==> src/rtl/mss_pkg.sv <==
// types, constants and register map for the spin sequencer
package mss_pkg;

	localparam int PosBits  = 10;
	localparam int AddrBits = 4;
	localparam int DataBits = 32;

	localparam logic [7:0]  RampStepsRst = 8'd100;
	localparam logic [15:0] TicksPerSecRst = 16'd10000;
	localparam logic [7:0]  CoastSecRst = 8'd5;
	localparam logic [9:0]  ToleranceRst = 10'd5;

	typedef enum logic [1:0] {
		ACT_TICK  = 2'd0,
		ACT_START = 2'd1,
		ACT_ABORT = 2'd2,
		ACT_NONE  = 2'd3
	} action_t;

	typedef enum logic [2:0] {
		PH_IDLE  = 3'd0,
		PH_RAMP  = 3'd1,
		PH_HOLD  = 3'd2,
		PH_COAST = 3'd3,
		PH_POS   = 3'd4
	} phase_t;

	typedef enum logic [1:0] {
		REG_RAMP_STEPS = 2'd0,
		REG_TICKS_SEC  = 2'd1,
		REG_COAST_SEC  = 2'd2,
		REG_TOLERANCE  = 2'd3
	} reg_idx_t;

	typedef struct packed {
		logic [1:0]         action;
		logic [PosBits-1:0] position;
		logic [11:0]        hold_seconds;
	} item_t;

	typedef struct packed {
		logic   spin_out;
		logic   servo_on;
		phase_t phase;
		logic   done_res;
	} result_t;

	typedef struct packed {
		logic [7:0]         ramp_steps;
		logic [15:0]        ticks_per_second;
		logic [7:0]         coast_seconds;
		logic [PosBits-1:0] tolerance;
	} cfg_t;

	typedef struct packed {
		phase_t phase;
		logic   busy;
	} status_t;

endpackage

==> src/rtl/mss_chan_if.sv <==
// valid/ready channels for sequencer items and results
interface mss_item_if;
	import mss_pkg::*;
	logic               valid;
	logic               ready;
	logic [1:0]         action;
	logic [PosBits-1:0] position;
	logic [11:0]        hold_seconds;
	modport source (output valid, action, position, hold_seconds, input ready);
	modport sink (input valid, action, position, hold_seconds, output ready);
endinterface

interface mss_result_if;
	logic       valid;
	logic       ready;
	logic       spin_out;
	logic       servo_on;
	logic [2:0] phase;
	logic       done_res;
	modport source (output valid, spin_out, servo_on, phase, done_res, input ready);
	modport sink (input valid, spin_out, servo_on, phase, done_res, output ready);
endinterface

==> src/rtl/mss_seq_core.sv <==
// sequencer state and single-pass next-state logic
module mss_seq_core (
	input  logic             clk,
	input  logic             arst_n,
	input  logic             fire,
	input  mss_pkg::item_t   item,
	input  mss_pkg::cfg_t    cfg,
	output mss_pkg::result_t res,
	output mss_pkg::status_t st
);
	import mss_pkg::*;

	phase_t             phase_q, phase_d;
	logic [7:0]         ramp_index_q, ramp_index_d;
	logic [7:0]         period_tick_q, period_tick_d;
	logic [11:0]        second_count_q, second_count_d;
	logic [15:0]        tick_count_q, tick_count_d;
	logic [PosBits-1:0] home_q, home_d;
	logic [11:0]        hold_q, hold_d;

	logic [7:0]         pt_inc;
	logic [15:0]        tick_inc;
	logic               sec_wrap;
	logic [11:0]        sec_next;
	logic [11:0]        sec_limit;
	logic [PosBits-1:0] home_dist;

	// skip phases of zero length
	function automatic phase_t enter_ph(phase_t ph, logic [7:0] rs, logic [11:0] ht,
			logic [7:0] cs);
		phase_t p;
		p = ph;
		if (p == PH_RAMP && rs == 8'd0) p = PH_HOLD;
		if (p == PH_HOLD && ht == 12'd0) p = PH_COAST;
		if (p == PH_COAST && cs == 8'd0) p = PH_POS;
		return p;
	endfunction

	function automatic result_t show(phase_t ph, logic [7:0] pt, logic [7:0] ri);
		result_t r;
		r.spin_out = (ph == PH_HOLD) || (ph == PH_RAMP && pt < ri);
		r.servo_on = (ph == PH_POS);
		r.phase    = ph;
		r.done_res = 1'b0;
		return r;
	endfunction

	assign pt_inc    = 8'(period_tick_q + 8'd1);
	assign tick_inc  = 16'(tick_count_q + 16'd1);
	assign sec_wrap  = tick_inc >= cfg.ticks_per_second;
	assign sec_next  = sec_wrap ? 12'(second_count_q + 12'd1) : second_count_q;
	assign sec_limit = (phase_q == PH_HOLD) ? hold_q : {4'd0, cfg.coast_seconds};
	assign home_dist = (home_q > item.position) ? PosBits'(home_q - item.position)
	                                            : PosBits'(item.position - home_q);

	always_comb begin
		phase_d        = phase_q;
		ramp_index_d   = ramp_index_q;
		period_tick_d  = period_tick_q;
		second_count_d = second_count_q;
		tick_count_d   = tick_count_q;
		home_d         = home_q;
		hold_d         = hold_q;
		res            = show(phase_q, period_tick_q, ramp_index_q);

		case (item.action)
			ACT_ABORT: begin
				phase_d        = PH_IDLE;
				ramp_index_d   = 8'd0;
				period_tick_d  = 8'd0;
				second_count_d = 12'd0;
				tick_count_d   = 16'd0;
				res            = show(PH_IDLE, 8'd0, 8'd0);
			end
			ACT_START: begin
				if (phase_q == PH_IDLE) begin
					home_d         = item.position;
					hold_d         = item.hold_seconds;
					phase_d        = enter_ph(PH_RAMP, cfg.ramp_steps, item.hold_seconds,
					                          cfg.coast_seconds);
					ramp_index_d   = 8'd0;
					period_tick_d  = 8'd0;
					second_count_d = 12'd0;
					tick_count_d   = 16'd0;
					res            = show(phase_d, 8'd0, 8'd0);
				end
			end
			ACT_TICK: begin
				case (phase_q)
					PH_IDLE: ;
					PH_RAMP: begin
						if (pt_inc >= cfg.ramp_steps) begin
							period_tick_d = 8'd0;
							if (ramp_index_q >= cfg.ramp_steps) begin
								phase_d      = enter_ph(PH_HOLD, cfg.ramp_steps, hold_q,
								                        cfg.coast_seconds);
								ramp_index_d = 8'd0;
							end else begin
								ramp_index_d = 8'(ramp_index_q + 8'd1);
							end
						end else begin
							period_tick_d = pt_inc;
						end
					end
					PH_HOLD, PH_COAST: begin
						if (sec_next >= sec_limit) begin
							// timer expired: next phase starts with cleared counters
							phase_d        = enter_ph((phase_q == PH_HOLD) ? PH_COAST : PH_POS,
							                          cfg.ramp_steps, hold_q, cfg.coast_seconds);
							second_count_d = 12'd0;
							tick_count_d   = 16'd0;
						end else begin
							second_count_d = sec_next;
							tick_count_d   = sec_wrap ? 16'd0 : tick_inc;
						end
					end
					PH_POS: begin
						if (home_dist <= cfg.tolerance) begin
							res.servo_on   = 1'b0;
							res.done_res   = 1'b1;
							phase_d        = PH_IDLE;
							ramp_index_d   = 8'd0;
							period_tick_d  = 8'd0;
							second_count_d = 12'd0;
							tick_count_d   = 16'd0;
						end
					end
					default: begin
						phase_d        = PH_IDLE;
						ramp_index_d   = 8'd0;
						period_tick_d  = 8'd0;
						second_count_d = 12'd0;
						tick_count_d   = 16'd0;
					end
				endcase
			end
			default: ;
		endcase
	end

	always_ff @(posedge clk or negedge arst_n) begin
		if (!arst_n) begin
			phase_q        <= PH_IDLE;
			ramp_index_q   <= 8'd0;
			period_tick_q  <= 8'd0;
			second_count_q <= 12'd0;
			tick_count_q   <= 16'd0;
			home_q         <= '0;
			hold_q         <= 12'd0;
		end else if (fire) begin
			phase_q        <= phase_d;
			ramp_index_q   <= ramp_index_d;
			period_tick_q  <= period_tick_d;
			second_count_q <= second_count_d;
			tick_count_q   <= tick_count_d;
			home_q         <= home_d;
			hold_q         <= hold_d;
		end
	end

	assign st.phase = phase_q;
	assign st.busy  = (phase_q != PH_IDLE);

endmodule

==> src/rtl/motor_softstart_spin_sequencer_unit.sv <==
// spin sequencer top level: config registers, input stage and result register
//
//   channel  | dir | transfer when           | payload
//   item     | in  | item.valid & ready     | action, position, hold_seconds
//   result   | out | result.valid & ready   | spin_out, servo_on, phase, done_res
//   apb      | in  | psel&penable&pwrite    | ramp_steps, ticks_per_second, coast, tol
//
// one item per cycle sustained while results are taken; each item passes the input
// stage and then the result register before its result is valid
// the result register frees the input stage whenever it is empty or taken
// reset clears the sequencer to idle and loads the register defaults
// a stalled result holds the input stage; item.ready drops only then
module motor_softstart_spin_sequencer_unit (
	input  logic                         clk,
	input  logic                         arst_n,
	mss_item_if.sink                     item,
	mss_result_if.source                 result,
	input  logic                         psel,
	input  logic                         penable,
	input  logic                         pwrite,
	input  logic [mss_pkg::AddrBits-1:0] paddr,
	input  logic [mss_pkg::DataBits-1:0] pwdata,
	output logic [mss_pkg::DataBits-1:0] prdata,
	output logic                         pready
);
	import mss_pkg::*;

	cfg_t    cfg_q;
	item_t   item_s1;
	logic    valid_s1;
	result_t res_q;
	logic    out_valid_q;
	result_t res_d;
	status_t st;
	logic    adv;
	logic    fire_s1;
	logic    cfg_wr;
	logic [1:0] reg_idx;

	// configuration port
	assign pready  = 1'b1;
	assign cfg_wr  = psel && penable && pwrite;
	assign reg_idx = paddr[AddrBits-1:2];

	always_ff @(posedge clk or negedge arst_n) begin
		if (!arst_n) begin
			cfg_q.ramp_steps       <= RampStepsRst;
			cfg_q.ticks_per_second <= TicksPerSecRst;
			cfg_q.coast_seconds    <= CoastSecRst;
			cfg_q.tolerance        <= ToleranceRst;
		end else if (cfg_wr) begin
			unique case (reg_idx)
				REG_RAMP_STEPS: cfg_q.ramp_steps       <= pwdata[7:0];
				REG_TICKS_SEC:  cfg_q.ticks_per_second <= pwdata[15:0];
				REG_COAST_SEC:  cfg_q.coast_seconds    <= pwdata[7:0];
				REG_TOLERANCE:  cfg_q.tolerance        <= pwdata[PosBits-1:0];
				default: ;
			endcase
		end
	end

	always_comb begin
		unique case (reg_idx)
			REG_RAMP_STEPS: prdata = {24'd0, cfg_q.ramp_steps};
			REG_TICKS_SEC:  prdata = {16'd0, cfg_q.ticks_per_second};
			REG_COAST_SEC:  prdata = {24'd0, cfg_q.coast_seconds};
			REG_TOLERANCE:  prdata = {{(DataBits-PosBits){1'b0}}, cfg_q.tolerance};
			default:        prdata = '0;
		endcase
	end

	// pipeline control
	assign adv        = !out_valid_q || result.ready;
	assign fire_s1    = valid_s1 && adv;
	assign item.ready = !valid_s1 || adv;

	always_ff @(posedge clk or negedge arst_n) begin
		if (!arst_n) begin
			valid_s1    <= 1'b0;
			out_valid_q <= 1'b0;
		end else begin
			if (item.ready) valid_s1 <= item.valid;
			if (adv) out_valid_q <= valid_s1;
		end
	end

	always_ff @(posedge clk) begin
		if (item.valid && item.ready) begin
			item_s1.action       <= item.action;
			item_s1.position     <= item.position;
			item_s1.hold_seconds <= item.hold_seconds;
		end
		if (fire_s1) res_q <= res_d;
	end

	mss_seq_core u_core (
		.clk    (clk),
		.arst_n (arst_n),
		.fire   (fire_s1),
		.item   (item_s1),
		.cfg    (cfg_q),
		.res    (res_d),
		.st     (st)
	);

	assign result.valid    = out_valid_q;
	assign result.spin_out = res_q.spin_out;
	assign result.servo_on = res_q.servo_on;
	assign result.phase    = res_q.phase;
	assign result.done_res = res_q.done_res;

	// done only on the tick that leaves positioning with the drive off
	a_done_pos: assert property (@(posedge clk) disable iff (!arst_n)
		out_valid_q && res_q.done_res |-> res_q.phase == PH_POS && !res_q.servo_on)
		else $error("done without positioning end");

	a_drive_excl: assert property (@(posedge clk) disable iff (!arst_n)
		out_valid_q |-> !(res_q.spin_out && res_q.servo_on))
		else $error("spin and servo both on");

	a_abort_idle: assert property (@(posedge clk) disable iff (!arst_n)
		fire_s1 && item_s1.action == ACT_ABORT |=> st.phase == PH_IDLE && !st.busy)
		else $error("abort did not return to idle");

	a_stall_hold: assert property (@(posedge clk) disable iff (!arst_n)
		out_valid_q && !result.ready && valid_s1 |-> !item.ready)
		else $error("input taken while both stages full");

endmodule

==> src/flat_wrapper.sv <==
// flat-port wrapper written by rule: the top's interface ports become plain ports
module motor_softstart_spin_sequencer_unit_flat import mss_pkg::*;
  (clk, arst_n, psel, penable, pwrite, paddr, pwdata, prdata, pready, item_valid, item_action, item_position, item_hold_seconds, item_ready, result_valid, result_spin_out, result_servo_on, result_phase, result_done_res, result_ready);
  mss_item_if item_i ();
  mss_result_if result_i ();
  input  logic clk;
  input  logic arst_n;
  input  logic psel;
  input  logic penable;
  input  logic pwrite;
  input  logic [mss_pkg::AddrBits-1:0] paddr;
  input  logic [mss_pkg::DataBits-1:0] pwdata;
  output logic [mss_pkg::DataBits-1:0] prdata;
  output logic pready;
  input wire logic [$bits(item_i.valid)-1:0] item_valid;
  input wire logic [$bits(item_i.action)-1:0] item_action;
  input wire logic [$bits(item_i.position)-1:0] item_position;
  input wire logic [$bits(item_i.hold_seconds)-1:0] item_hold_seconds;
  output wire logic [$bits(item_i.ready)-1:0] item_ready;
  output wire logic [$bits(result_i.valid)-1:0] result_valid;
  output wire logic [$bits(result_i.spin_out)-1:0] result_spin_out;
  output wire logic [$bits(result_i.servo_on)-1:0] result_servo_on;
  output wire logic [$bits(result_i.phase)-1:0] result_phase;
  output wire logic [$bits(result_i.done_res)-1:0] result_done_res;
  input wire logic [$bits(result_i.ready)-1:0] result_ready;
  assign item_i.valid = item_valid;
  assign item_i.action = item_action;
  assign item_i.position = item_position;
  assign item_i.hold_seconds = item_hold_seconds;
  assign item_ready = item_i.ready;
  assign result_valid = result_i.valid;
  assign result_spin_out = result_i.spin_out;
  assign result_servo_on = result_i.servo_on;
  assign result_phase = result_i.phase;
  assign result_done_res = result_i.done_res;
  assign result_i.ready = result_ready;
  motor_softstart_spin_sequencer_unit u_core (.clk(clk), .arst_n(arst_n), .item(item_i), .result(result_i), .psel(psel), .penable(penable), .pwrite(pwrite), .paddr(paddr), .pwdata(pwdata), .prdata(prdata), .pready(pready));
endmodule
==> config.mk <==
export PLATFORM = sky130hd
export DESIGN_NAME = motor_softstart_spin_sequencer_unit_flat
export DESIGN_NICKNAME = d
export VERILOG_FILES = /design/src/rtl/mss_pkg.sv /design/src/rtl/mss_chan_if.sv /design/src/rtl/mss_seq_core.sv /design/src/rtl/motor_softstart_spin_sequencer_unit.sv /design/src/flat_wrapper.sv
export SDC_FILE = /design/constraint.sdc
export NUM_CORES = 1
export LEC_CHECK = 0
export CORE_UTILIZATION = 60
export CTS_CLUSTER_DIAMETER = 80
export CTS_CLUSTER_SIZE = 8
export DETAILED_ROUTE_END_ITERATION = 16
export DONT_BUFFER_PORTS = 1
export GPL_TIMING_DRIVEN = 1
export PLACE_DENSITY = 0.85
export SYNTH_ARGS = -nofsm -noshare
export SYNTH_HDL_FRONTEND = slang
export SYNTH_SLANG_ARGS = --single-unit
==> constraint.sdc <==
create_clock -name clk -period 5.92 [get_ports clk]
set_input_delay 0.296 -clock clk [delete_from_list [all_inputs] [get_ports clk]]
set_output_delay 0.296 -clock clk [all_outputs]
set_load 0.1 [all_outputs]
; ---- Word-level counts from Yosys, hierarchy flattened
; Cells that the tools add are included.
; W data, S select, Z words.
[totals]
output_inout_bits = 41
ff_bits = 143
wordCells = 159
[op_classes]
add_sub_neg = 6
magnitude_cmp = 7
muxes = 65
n_eq_ne = 25
n_reduce_logical = 36
[ops]
columns = operator, n
row1 = $pmux W32 S4, 1
row2 = $pmux W16 S3, 2
row3 = $pmux W8 S3, 4
row4 = $mux W3, 28
row5 = $pmux W12 S3, 2
row6 = $mux W16, 4
row7 = $mux W12, 5
row8 = $mux W8, 5
row9 = $eq A3 B2 Y1 const B, 8
row10 = $logic_not A12 Y1, 2
row11 = $sub A10 B10 Y10, 2
row12 = $add A16 B1 Y16 const B, 1
row13 = $add A8 B1 Y8 const B, 2
row14 = $ge A16 B16 Y1, 1
row15 = $ge A8 B8 Y1, 2
row16 = $logic_not A8 Y1, 2
row17 = $add A12 B1 Y12 const B, 1
row18 = $ge A12 B12 Y1, 1
row19 = $ne A3 B3 Y1 const B, 4
row20 = $pmux W3 S4, 1
row21 = $logic_and A1 B1 Y1, 11
row22 = $gt A10 B10 Y1, 1
row23 = $le A10 B10 Y1, 1
row24 = $mux W10, 1
row25 = 25 further kinds, 47

; ---- Longest topological paths before layout
; Gate-level depths: netlist of the first run.
[logic_depth]
word_depth = 20
ltp_mapped = 25
mapped_depth_nobuf = 21

; ---- Modules after synthesis
; Synthesis of the first run repeated with hierarchy kept, for this count alone.
[unflattened]
cells_unflattened = 925
area_unflattened_um2 = 9512.9
[modules_own_cells]
columns = module, cells_each, area_per_inst_um2, seq_area_each_um2, instances
row1 = mss_seq_core, 754, 6467.5, 1726.7, 1
row2 = motor_softstart_spin_sequencer_unit, 171, 3045.4, 2016.9, 1

; ---- Least setup slack after synthesis of the first run
; No wires, ideal clock.
[synth_timing]
kind = register to register
start = register u_core.u_core.tick_count_q[2]
end = register u_core.u_core.tick_count_q[6]
t_arrival_ns = 4.686
required_time_ns = 5.827
path_slack_ns = 1.141
setup_ns = 0.093
path_buffers = 4
path_stages_with_launch = 23
path_cell_list = dfrtp_1 -> nand3_1 -> nor3_1 -> and3_1 -> clkbuf_1 -> nand3_1 -> xnor2_1 -> ha_1 -> and4_1 -> a221oi_1 -> o21ai_2 -> clkbuf_1 -> mux2_1 -> ha_1 -> a211oi_1 -> o21ai_1 -> a21oi_1 -> o21ai_1 -> or2_1 -> buf_2 -> or2_1 -> buf_6 -> o31ai_2
[synth_between]
elab_chain_cells = 7
elab_cells_between_ends = 8
[synth_lines]
columns = item, line_no
row1 = start: declaration, mss_seq_core.sv:17  ; logic [15:0] tick_count_q, tick_count_d;
row2 = start signal: assignment, mss_seq_core.sv:155  ; tick_count_q <= tick_count_d;
row3 = $add A16 B1 Y16 *, mss_seq_core.sv:49  ; assign tick_inc = 16'(tick_count_q + 16'd1);
row4 = $ge A16 B16 Y1, mss_seq_core.sv:50  ; assign sec_wrap = tick_inc >= cfg.ticks_per_second;
row5 = $mux W12, mss_seq_core.sv:51  ; assign sec_next = sec_wrap ? 12'(second_count_q + 12'd1) : second_count_q;
row6 = $ge A12 B12 Y1, mss_seq_core.sv:106  ; if (sec_next >= sec_limit) begin
row7 = $mux W16 *, mss_seq_core.sv:106
row8 = $pmux W16 S3 *, mss_seq_core.sv:89  ; case (phase_q)
row9 = $pmux W16 S3 *, mss_seq_core.sv:66  ; case (item.action)
; Mark *: on every way between the ends. The rest lies on a longest branch, timed or not.
; A chain may end at the register's enable or synchronous reset.

; ---- Final worst setup path of the first run
[layout_timing]
start = register u_core.u_core.tick_count_q[2]
end = register u_core.u_core.tick_count_q[13]
; The elaborated chain is that of the path after synthesis.

==> results of run 1 <==
==> state kept, by name (all words and copies together), names as in the netlist, 8 cells and up <==
name / count
u_core.cfg_q: 42
u_core.item_s1: 24
u_core.u_core.tick_count_q: 16
u_core.u_core.hold_q: 12
u_core.u_core.second_count_q: 12
u_core.u_core.home_q: 10
u_core.u_core.period_tick_q: 8
u_core.u_core.ramp_index_q: 8
==> power by group through the flow <==
stage	Clock [µW]	Combinational, µW	Sequential [µW]
after floorplan	0	1210	1350
after global placement	0	1360	1400
after detailed placement	0	1420	1420
after CTS	1100	1500	1410
after global routing	1150	1680	1430
final	1110	1520	1420
==> metal layers <==
metal  GRT usage  part of all wire  vias to the layer above
met5           0                 0                        -
met2       0.512              0.49                      343
met4       0.140             0.041                        0
met1       0.388              0.40                     3540
li1            -                 -                     3383
met3      0.0722             0.069                       73
==> cell type report <==
cell class | count | area share
flip-flops and latches | 143 | 0.361
repair buffers | 53 | 0.0506
inverters | 73 | 0.0264
clock buffers | 19 | 0.0427
multi-input cells | 685 | 0.482
clock inverters | 13 | 0.0148
well taps | 184 | 0.0222
==> kinds of logic (layout without fill, tap and decap cells) <==
| family | count (synthesis) | in the layout |
|---|---|---|
| AOI/OAI and AO/OA | 216 | 216 |
| xor gates and xnor gates | 39 | 39 |
| and+or+nand+nor | 268 | 268 |
| buffers and inverters | 123 | 158 |
| muxes | 55 | 55 |
| DFF | 143 | 143 |
| adders and majority gates | 90 | 90 |
| other | 2 | 17 |
==> synthesized netlist by cell type (3+ instances only) <==
master / count / area (µm²)
dfrtp_1: 101 / 2530
nand2_1: 92 / 345
ha_1: 88 / 1100
inv_1: 72 / 270
o21ai_0: 66 / 330
nand3_1: 35 / 175
a21oi_1: 33 / 165
nor2_1: 32 / 120
o21ai_1: 31 / 155
edfxtp_1: 30 / 901
xnor2_1: 28 / 245
mux2_2: 25 / 282
clkbuf_1: 22 / 82.6
buf_4: 17 / 128
mux2i_1: 17 / 170
nand2b_1: 16 / 100
nor2b_1: 15 / 93.8
o31ai_1: 15 / 113
a21o_1: 12 / 90.1
dfstp_2: 12 / 315
and3_1: 11 / 68.8
nor3_1: 11 / 55.1
xor2_1: 11 / 96.3
and2_1: 10 / 62.6
nand4_1: 9 / 56.3
nor3b_1: 9 / 67.6
nor4_1: 9 / 56.3
a211oi_1: 8 / 60.1
buf_2: 8 / 40.0
mux4_2: 8 / 180
o31ai_2: 8 / 100
a22o_1: 5 / 43.8
and4_1: 5 / 43.8
mux2_1: 5 / 56.3
o21a_1: 4 / 30.0
a221o_1: 3 / 30.0
a31oi_1: 3 / 18.8
a41oi_1: 3 / 26.3
nand3b_1: 3 / 22.5
o211ai_1: 3 / 22.5
or2_1: 3 / 18.8
or3_1: 3 / 18.8
==> worst reg2reg max path, stage by stage, from the launching register on <==
cell and delay (ns):
dfrtp_1 0.47, nand3_1 0.26, nor3_2 0.31, and3_1 0.32, nand3_1 0.20, xnor2_1 0.18, ha_1 0.32, and4_1 0.24
a221oi_1 0.44, o21ai_4 0.24, and2_1 0.22, nand2_1 0.10, xnor2_1 0.15, ha_1 0.29, a21oi_1 0.16, nand2_1 0.07
a21oi_1 0.17, o21ai_1 0.20, or2_1 0.38, or2_1 0.45, o31ai_2 0.28
==> through the flow <==
| step | power (µW) | instances |
|---|---|---|
| floorplan | 2560 | 951 |
| global placement | 2770 | 1094 |
| detailed placement | 2840 | 1094 |
| CTS | 4000 | 1167 |
| global route | 4270 | 1170 |
| finish | 4050 | 1170 |
==> how the worst min path moves through the flow <==
stage                    start                            end  slack, ns  depth (start not counted)
CTS                 item_valid                u_core.valid_s1    0.00007                          1
finish               pwdata[9]                u_core.cfg_q[9]       0.01                          2
detailed placement      arst_n  u_core.u_core.tick_count_q[4]       0.01                          0
global route         pwdata[0]                u_core.cfg_q[0]      0.001                          1
floorplan               arst_n               u_core.cfg_q[11]     0.0004                          0
global placement        arst_n  u_core.u_core.tick_count_q[4]       0.01                          0
==> repair_timing <==
action,in CTS,in global routing
gates resized for setup,0,4
endpoints found under the setup margin,0,12
hold buffers,41,3
endpoints found under the hold margin,164,3
==> results.toml, run 1 <==
[run_status]
status = "complete, no violations"

[synthesis]
syn_avg_cell_area_um2 = 9.84
ys_seq_area_frac = 0.406
synthCells = 936
synth_top_family_by_area = "compound AO/OA/AOI/OAI gates"
synth_compound_area_frac = 0.151
yosys.area_share.adder = 0.124
yosysWarnings = 0
synth.distinct_cells = 68
ys.flop_type = "dfrtp_1"
synth_xor_area_frac = 0.0371
yosys.area_share.simple = 0.147
synth_edf_count = 30
ys_seq_elements = 143
synthesis.area_um2 = 9210
synthArstFlopShare = 0.790
synthMuxAreaShare = 0.0747

[power_and_ir_drop]
leakage_uw = 0.00460
pwr-share-clk = 0.273
p_per_area_nw_per_um2 = 390
switchingPower_uw = 1630
swShare = 0.402
pwr-share-seq = 0.351
combPwrFrac = 0.376
vdd_drop_max_v = 0.000511
p_int_uw = 2420

[grt]
grt_pass1_vias = 7308
grt_usage = 0.310
antenna_found_initial = 0
grt.overflow.total = 0
grt_max_degree = 114
grt_first_pass_wirelength_mm = 37.7

[die]
core_area_um2 = 14800
fp.dieW_um = 126
rows = 44
die_area_um2 = 15900
ioPinCount = 108
start_util = 0.624
die_y_um = 126

[sta]
fin_skew_ns = 0.0124
slew_viol_final = 0
hold_ws_ns = 0.0128
slew_headroom = 0.242
timing.final.crit_share = 0.933
fmax_ghz = 0.181
rsz0062_at_grt = "no"
fin_tns_setup_ns = 0
final-setup-viol-count = 0
fin_ws_ns = 0.395
tightestPinTransition_ns = 1.13
period_needed_ns = 5.52
hold_viol = 0

[cells_and_area]
fill_cells = 1008
seqCellArea_um2 = 3740
finish.utilization = 0.703
final_cell_mix = "dfrtp_1, nand2_1, ha_1"
multi_input_area_um2 = 5010
nets = 1130
drive_gt1_frac = 0.109
syn_to_final_growth_pct = 12.6
final_common_cell = "dfrtp_1"
insertedDiodeCount = 0
final_cell_area_um2 = 10400

[setup_path]
critical_path_class = "reg2reg"
rrSetupSlack_ns = 0.40
critPathArrivalTime_ns = 5.85
cp-start-kind = "register"
critPathLaunch = "u_core.u_core.tick_count_q[2]"
crit_fanout = 15
cp_cell_sequence = "nand3_1 > nor3_2 > and3_1 > nand3_1 > xnor2_1 > ha_1 > and4_1 > a221oi_1 > o21ai_4 > and2_1 > nand2_1 > xnor2_1 > ha_1 > a21oi_1 > nand2_1 > a21oi_1 > o21ai_1 > or2_1 > or2_1 > o31ai_2"
crit_buf_inv = 0
r2r_start = "u_core.u_core.tick_count_q[2]"
rr_worst_depth = 20
critPathTopFamily = "simple AND/OR/NAND/NOR gates"
crit_cells = 20
endpoint = "u_core.u_core.tick_count_q[13]"
cp-end-kind = "register"
r2r_end = "u_core.u_core.tick_count_q[13]"
required_ns = 6.25
slowest_delay_ns = 0.47
slowest_stage = "dfrtp_1"

[cts]
cts.path.max_buffers = 2
clkTransAtPathRegs_ns = 0.07
post_cts_buffers = 0
cts_made_buffers = 17
cts_tree = "built"
clk_latency_ns = 0.43
cts_num_sinks = 143
htreeDepth = 4
cts-root-buf = "clkbuf_16"

[detailed_routing]
drt-pass1-iter-count = 7
via_per_inst = 6.27
antenna_left = 0
drc = 0
wire_per_inst_um = 20.1
drt-total-wl_mm = 23.5
num_vias = 7339
drt_iter0_drc = 673

[worst_hold_path]
hp-class = "in2reg"

[placement]
preCtsSetupSlack_ns = 0.511
dpl.hpwl_mm = 15.3
dpl-instance-area_um2 = 9300
routabilityCongestion = 0.863
numPortBuffers = 0

[job]
cap_violations = 0
Power figures use the tool's default switching activity.
==> inputs of run 2 (changes only) <==
--- a/config.mk
+++ b/config.mk
@@ -5,13 +5,13 @@
 export SDC_FILE = /design/constraint.sdc
 export NUM_CORES = 1
 export LEC_CHECK = 0
-export CORE_UTILIZATION = 60
+export CORE_UTILIZATION = 59
 export CTS_CLUSTER_DIAMETER = 80
 export CTS_CLUSTER_SIZE = 8
 export DETAILED_ROUTE_END_ITERATION = 16
 export DONT_BUFFER_PORTS = 1
 export GPL_TIMING_DRIVEN = 1
-export PLACE_DENSITY = 0.85
+export PLACE_DENSITY_LB_ADDON = 0.1
 export SYNTH_ARGS = -nofsm -noshare
 export SYNTH_HDL_FRONTEND = slang
 export SYNTH_SLANG_ARGS = --single-unit
==> constraint.sdc (replaced) <==
create_clock -name clk -period 5 [get_ports clk]
set_input_delay 0.25 -clock clk [delete_from_list [all_inputs] [get_ports clk]]
set_output_delay 0.25 -clock clk [all_outputs]
set_load 0.1 [all_outputs]
==> run 2 against run 1 <==
Combinational power rose by 19%. Fmax increased by 16%. Via count shrank 2.7%. Total power rose by 19%. Critical path depth is 1 lower.
==> results.toml, run 2 (same netlist as run 1, synthesis figures left out) <==
[setup_path]
critPathArrivalTime_ns = 5.09
slowest_stage = "dfrtp_2"
crit_fanout = 9
slowest_delay_ns = 0.44
cp-end-kind = "register"
cp_cell_sequence = "nand3_1 > nor3_2 > and3_1 > nand3_1 > xnor2_1 > ha_1 > and4_2 > a221oi_4 > buf_4 > o21ai_4 > mux2_1 > ha_1 > a211oi_1 > o21ai_1 > a21oi_2 > o21ai_4 > or2_1 > or2_4 > o31ai_2"
required_ns = 5.33
critical_path_class = "reg2reg"
cp-start-kind = "register"

[cells_and_area]
seqCellArea_um2 = 3750
drive_gt1_frac = 0.138
insertedDiodeCount = 0
regMostFlops = "u_core.cfg_q"
multi_input_area_um2 = 5090
nets = 1150
final_cells = 1194
final_common_cell = "dfrtp_1"
fill_cells = 1127
syn_to_final_growth_pct = 15.5
largest_reg_flops = 42
top_regs = "u_core.cfg_q (42), u_core.item_s1 (24), u_core.u_core.tick_count_q (16)"
final_cell_mix = "dfrtp_1, nand2_1, ha_1"

[die]
die_area_um2 = 16100
ioPinCount = 108
rows = 45
start_util = 0.606
core_area_um2 = 15200
fp.dieW_um = 127
die_y_um = 127

[sta]
slew_headroom = 0.184
hold_viol = 0
tightestPinTransition_ns = 1.22
final-setup-viol-count = 0
fin_skew_ns = 0.00972
period_needed_ns = 4.76
fmax_ghz = 0.210
slew_viol_final = 0
timing.final.crit_share = 0.953
fin_ws_ns = 0.236
fin_tns_setup_ns = 0

[placement]
routabilityCongestion = 0.903
preCtsSetupSlack_ns = -0.0295
dpl.hpwl_mm = 15.6
numPortBuffers = 0
dp.cells = 1112

[cts]
cts-root-buf = "clkbuf_16"
cts.path.max_buffers = 2
clkTransAtPathRegs_ns = 0.06
cts_tree = "built"
cts_num_sinks = 143
clk_latency_ns = 0.42
cts_made_buffers = 17
htreeDepth = 4

[worst_hold_path]
hp-class = "in2reg"

[power_and_ir_drop]
vdd_drop_max_v = 0.000548
leakage_uw = 0.00472
p_per_area_nw_per_um2 = 452

[run_status]
status = "complete, no violations"

[detailed_routing]
num_vias = 7140
drt-pass1-iter-count = 5
drt_iter0_drc = 482
via_per_inst = 5.98
drt-total-wl_mm = 22.1
wire_per_inst_um = 18.5
antenna_left = 0
drc = 0

[grt]
antenna_found_initial = 0
grt_max_degree = 114
grt_pass1_vias = 7172
grt.overflow.total = 0
grt_first_pass_wirelength_mm = 36.1
grt_usage = 0.288

[job]
cap_violations = 0
run 2: cell count changes in the layout (fill, tap and decap cells not counted), sizes merged:
cell,previous run,this run
buf,10,29
bufinv,2,4
clkbuf,19,18
clkinv,5,7
inv,77,74
o21ai,98,99
run 2: final cells by class:
cell class,instances,share of cell area
repair buffers,72,0.0643
flip-flops and latches,143,0.352
clock inverters,14,0.0177
multi-input cells,686,0.478
clock buffers,18,0.0403
inverters,73,0.0257
well taps,188,0.0221
run 2: final timing paths:
path	start	end	slack (ns)	cells past startpoint
max in group asynchronous	arst_n	u_core.u_core.second_count_q[11]	4.08	2
worst max register to register	u_core.u_core.tick_count_q[4]	u_core.u_core.tick_count_q[6]	0.24	19
min in group asynchronous	arst_n	u_core.u_core.ramp_index_q[4]	0.41	2
worst min-delay path	paddr[3]	u_core.cfg_q[19]	0.09	3
worst max-delay path	u_core.u_core.tick_count_q[4]	u_core.u_core.tick_count_q[6]	0.24	19
worst min register to register	u_core.valid_s1	u_core.result.valid	0.48	1
run 2: report_power, final:
group / total [µW] / leakage (µW) / switching (µW) / internal [µW]
logic: 1810 / 0.00270 / 1110 / 704
clock network: 1340 / 0.000298 / 508 / 834
registers: 1660 / 0.00172 / 241 / 1420
run 2: per-layer routing:
metal  track usage  vias up  wire length, µm
met5             0        -                0
met4        0.0973        0              393
met3        0.0582       32             1110
met2         0.505      214            11300
met1         0.356     3468             9320
li1              -     3426                -
run 2: worst max-delay path: cells and delay by family (launching register included):
kind                       cells  cell delay (ns)
muxes                          1             0.37
xor gates and xnor gates       1             0.21
adders and majority gates      2             0.52
DFF                            1             0.44
AOI/OAI and AO/OA              7             1.31
buffers and inverters          1             0.19
and+or+nand+nor                7             1.60
run 2: through the flow:
step | cell area, µm² | total power [µW] | hold WS (ns) | utilization
floorplan | 9270 | 3030 | -0.0456 | -
global placement | 9420 | 3290 | -0.0406 | 0.620
detailed placement | 9420 | 3380 | -0.0404 | 0.620
CTS | 10500 | 4780 | 0.0731 | 0.692
global route | 10600 | 5090 | 0.0866 | 0.700
finish | 10600 | 4820 | 0.0922 | 0.700
run 2: timing repair:
| item | CTS | global route |
|---|---|---|
| setup buffers | 0 | 5 |
| hold buffers | 44 | 0 |
| pin swaps | 0 | 5 |
| endpoints found under the hold margin | 181 | 0 |
| cloned | 0 | 1 |
| resized for setup | 3 | 20 |
| setup endpoints to repair | 15 | 35 |
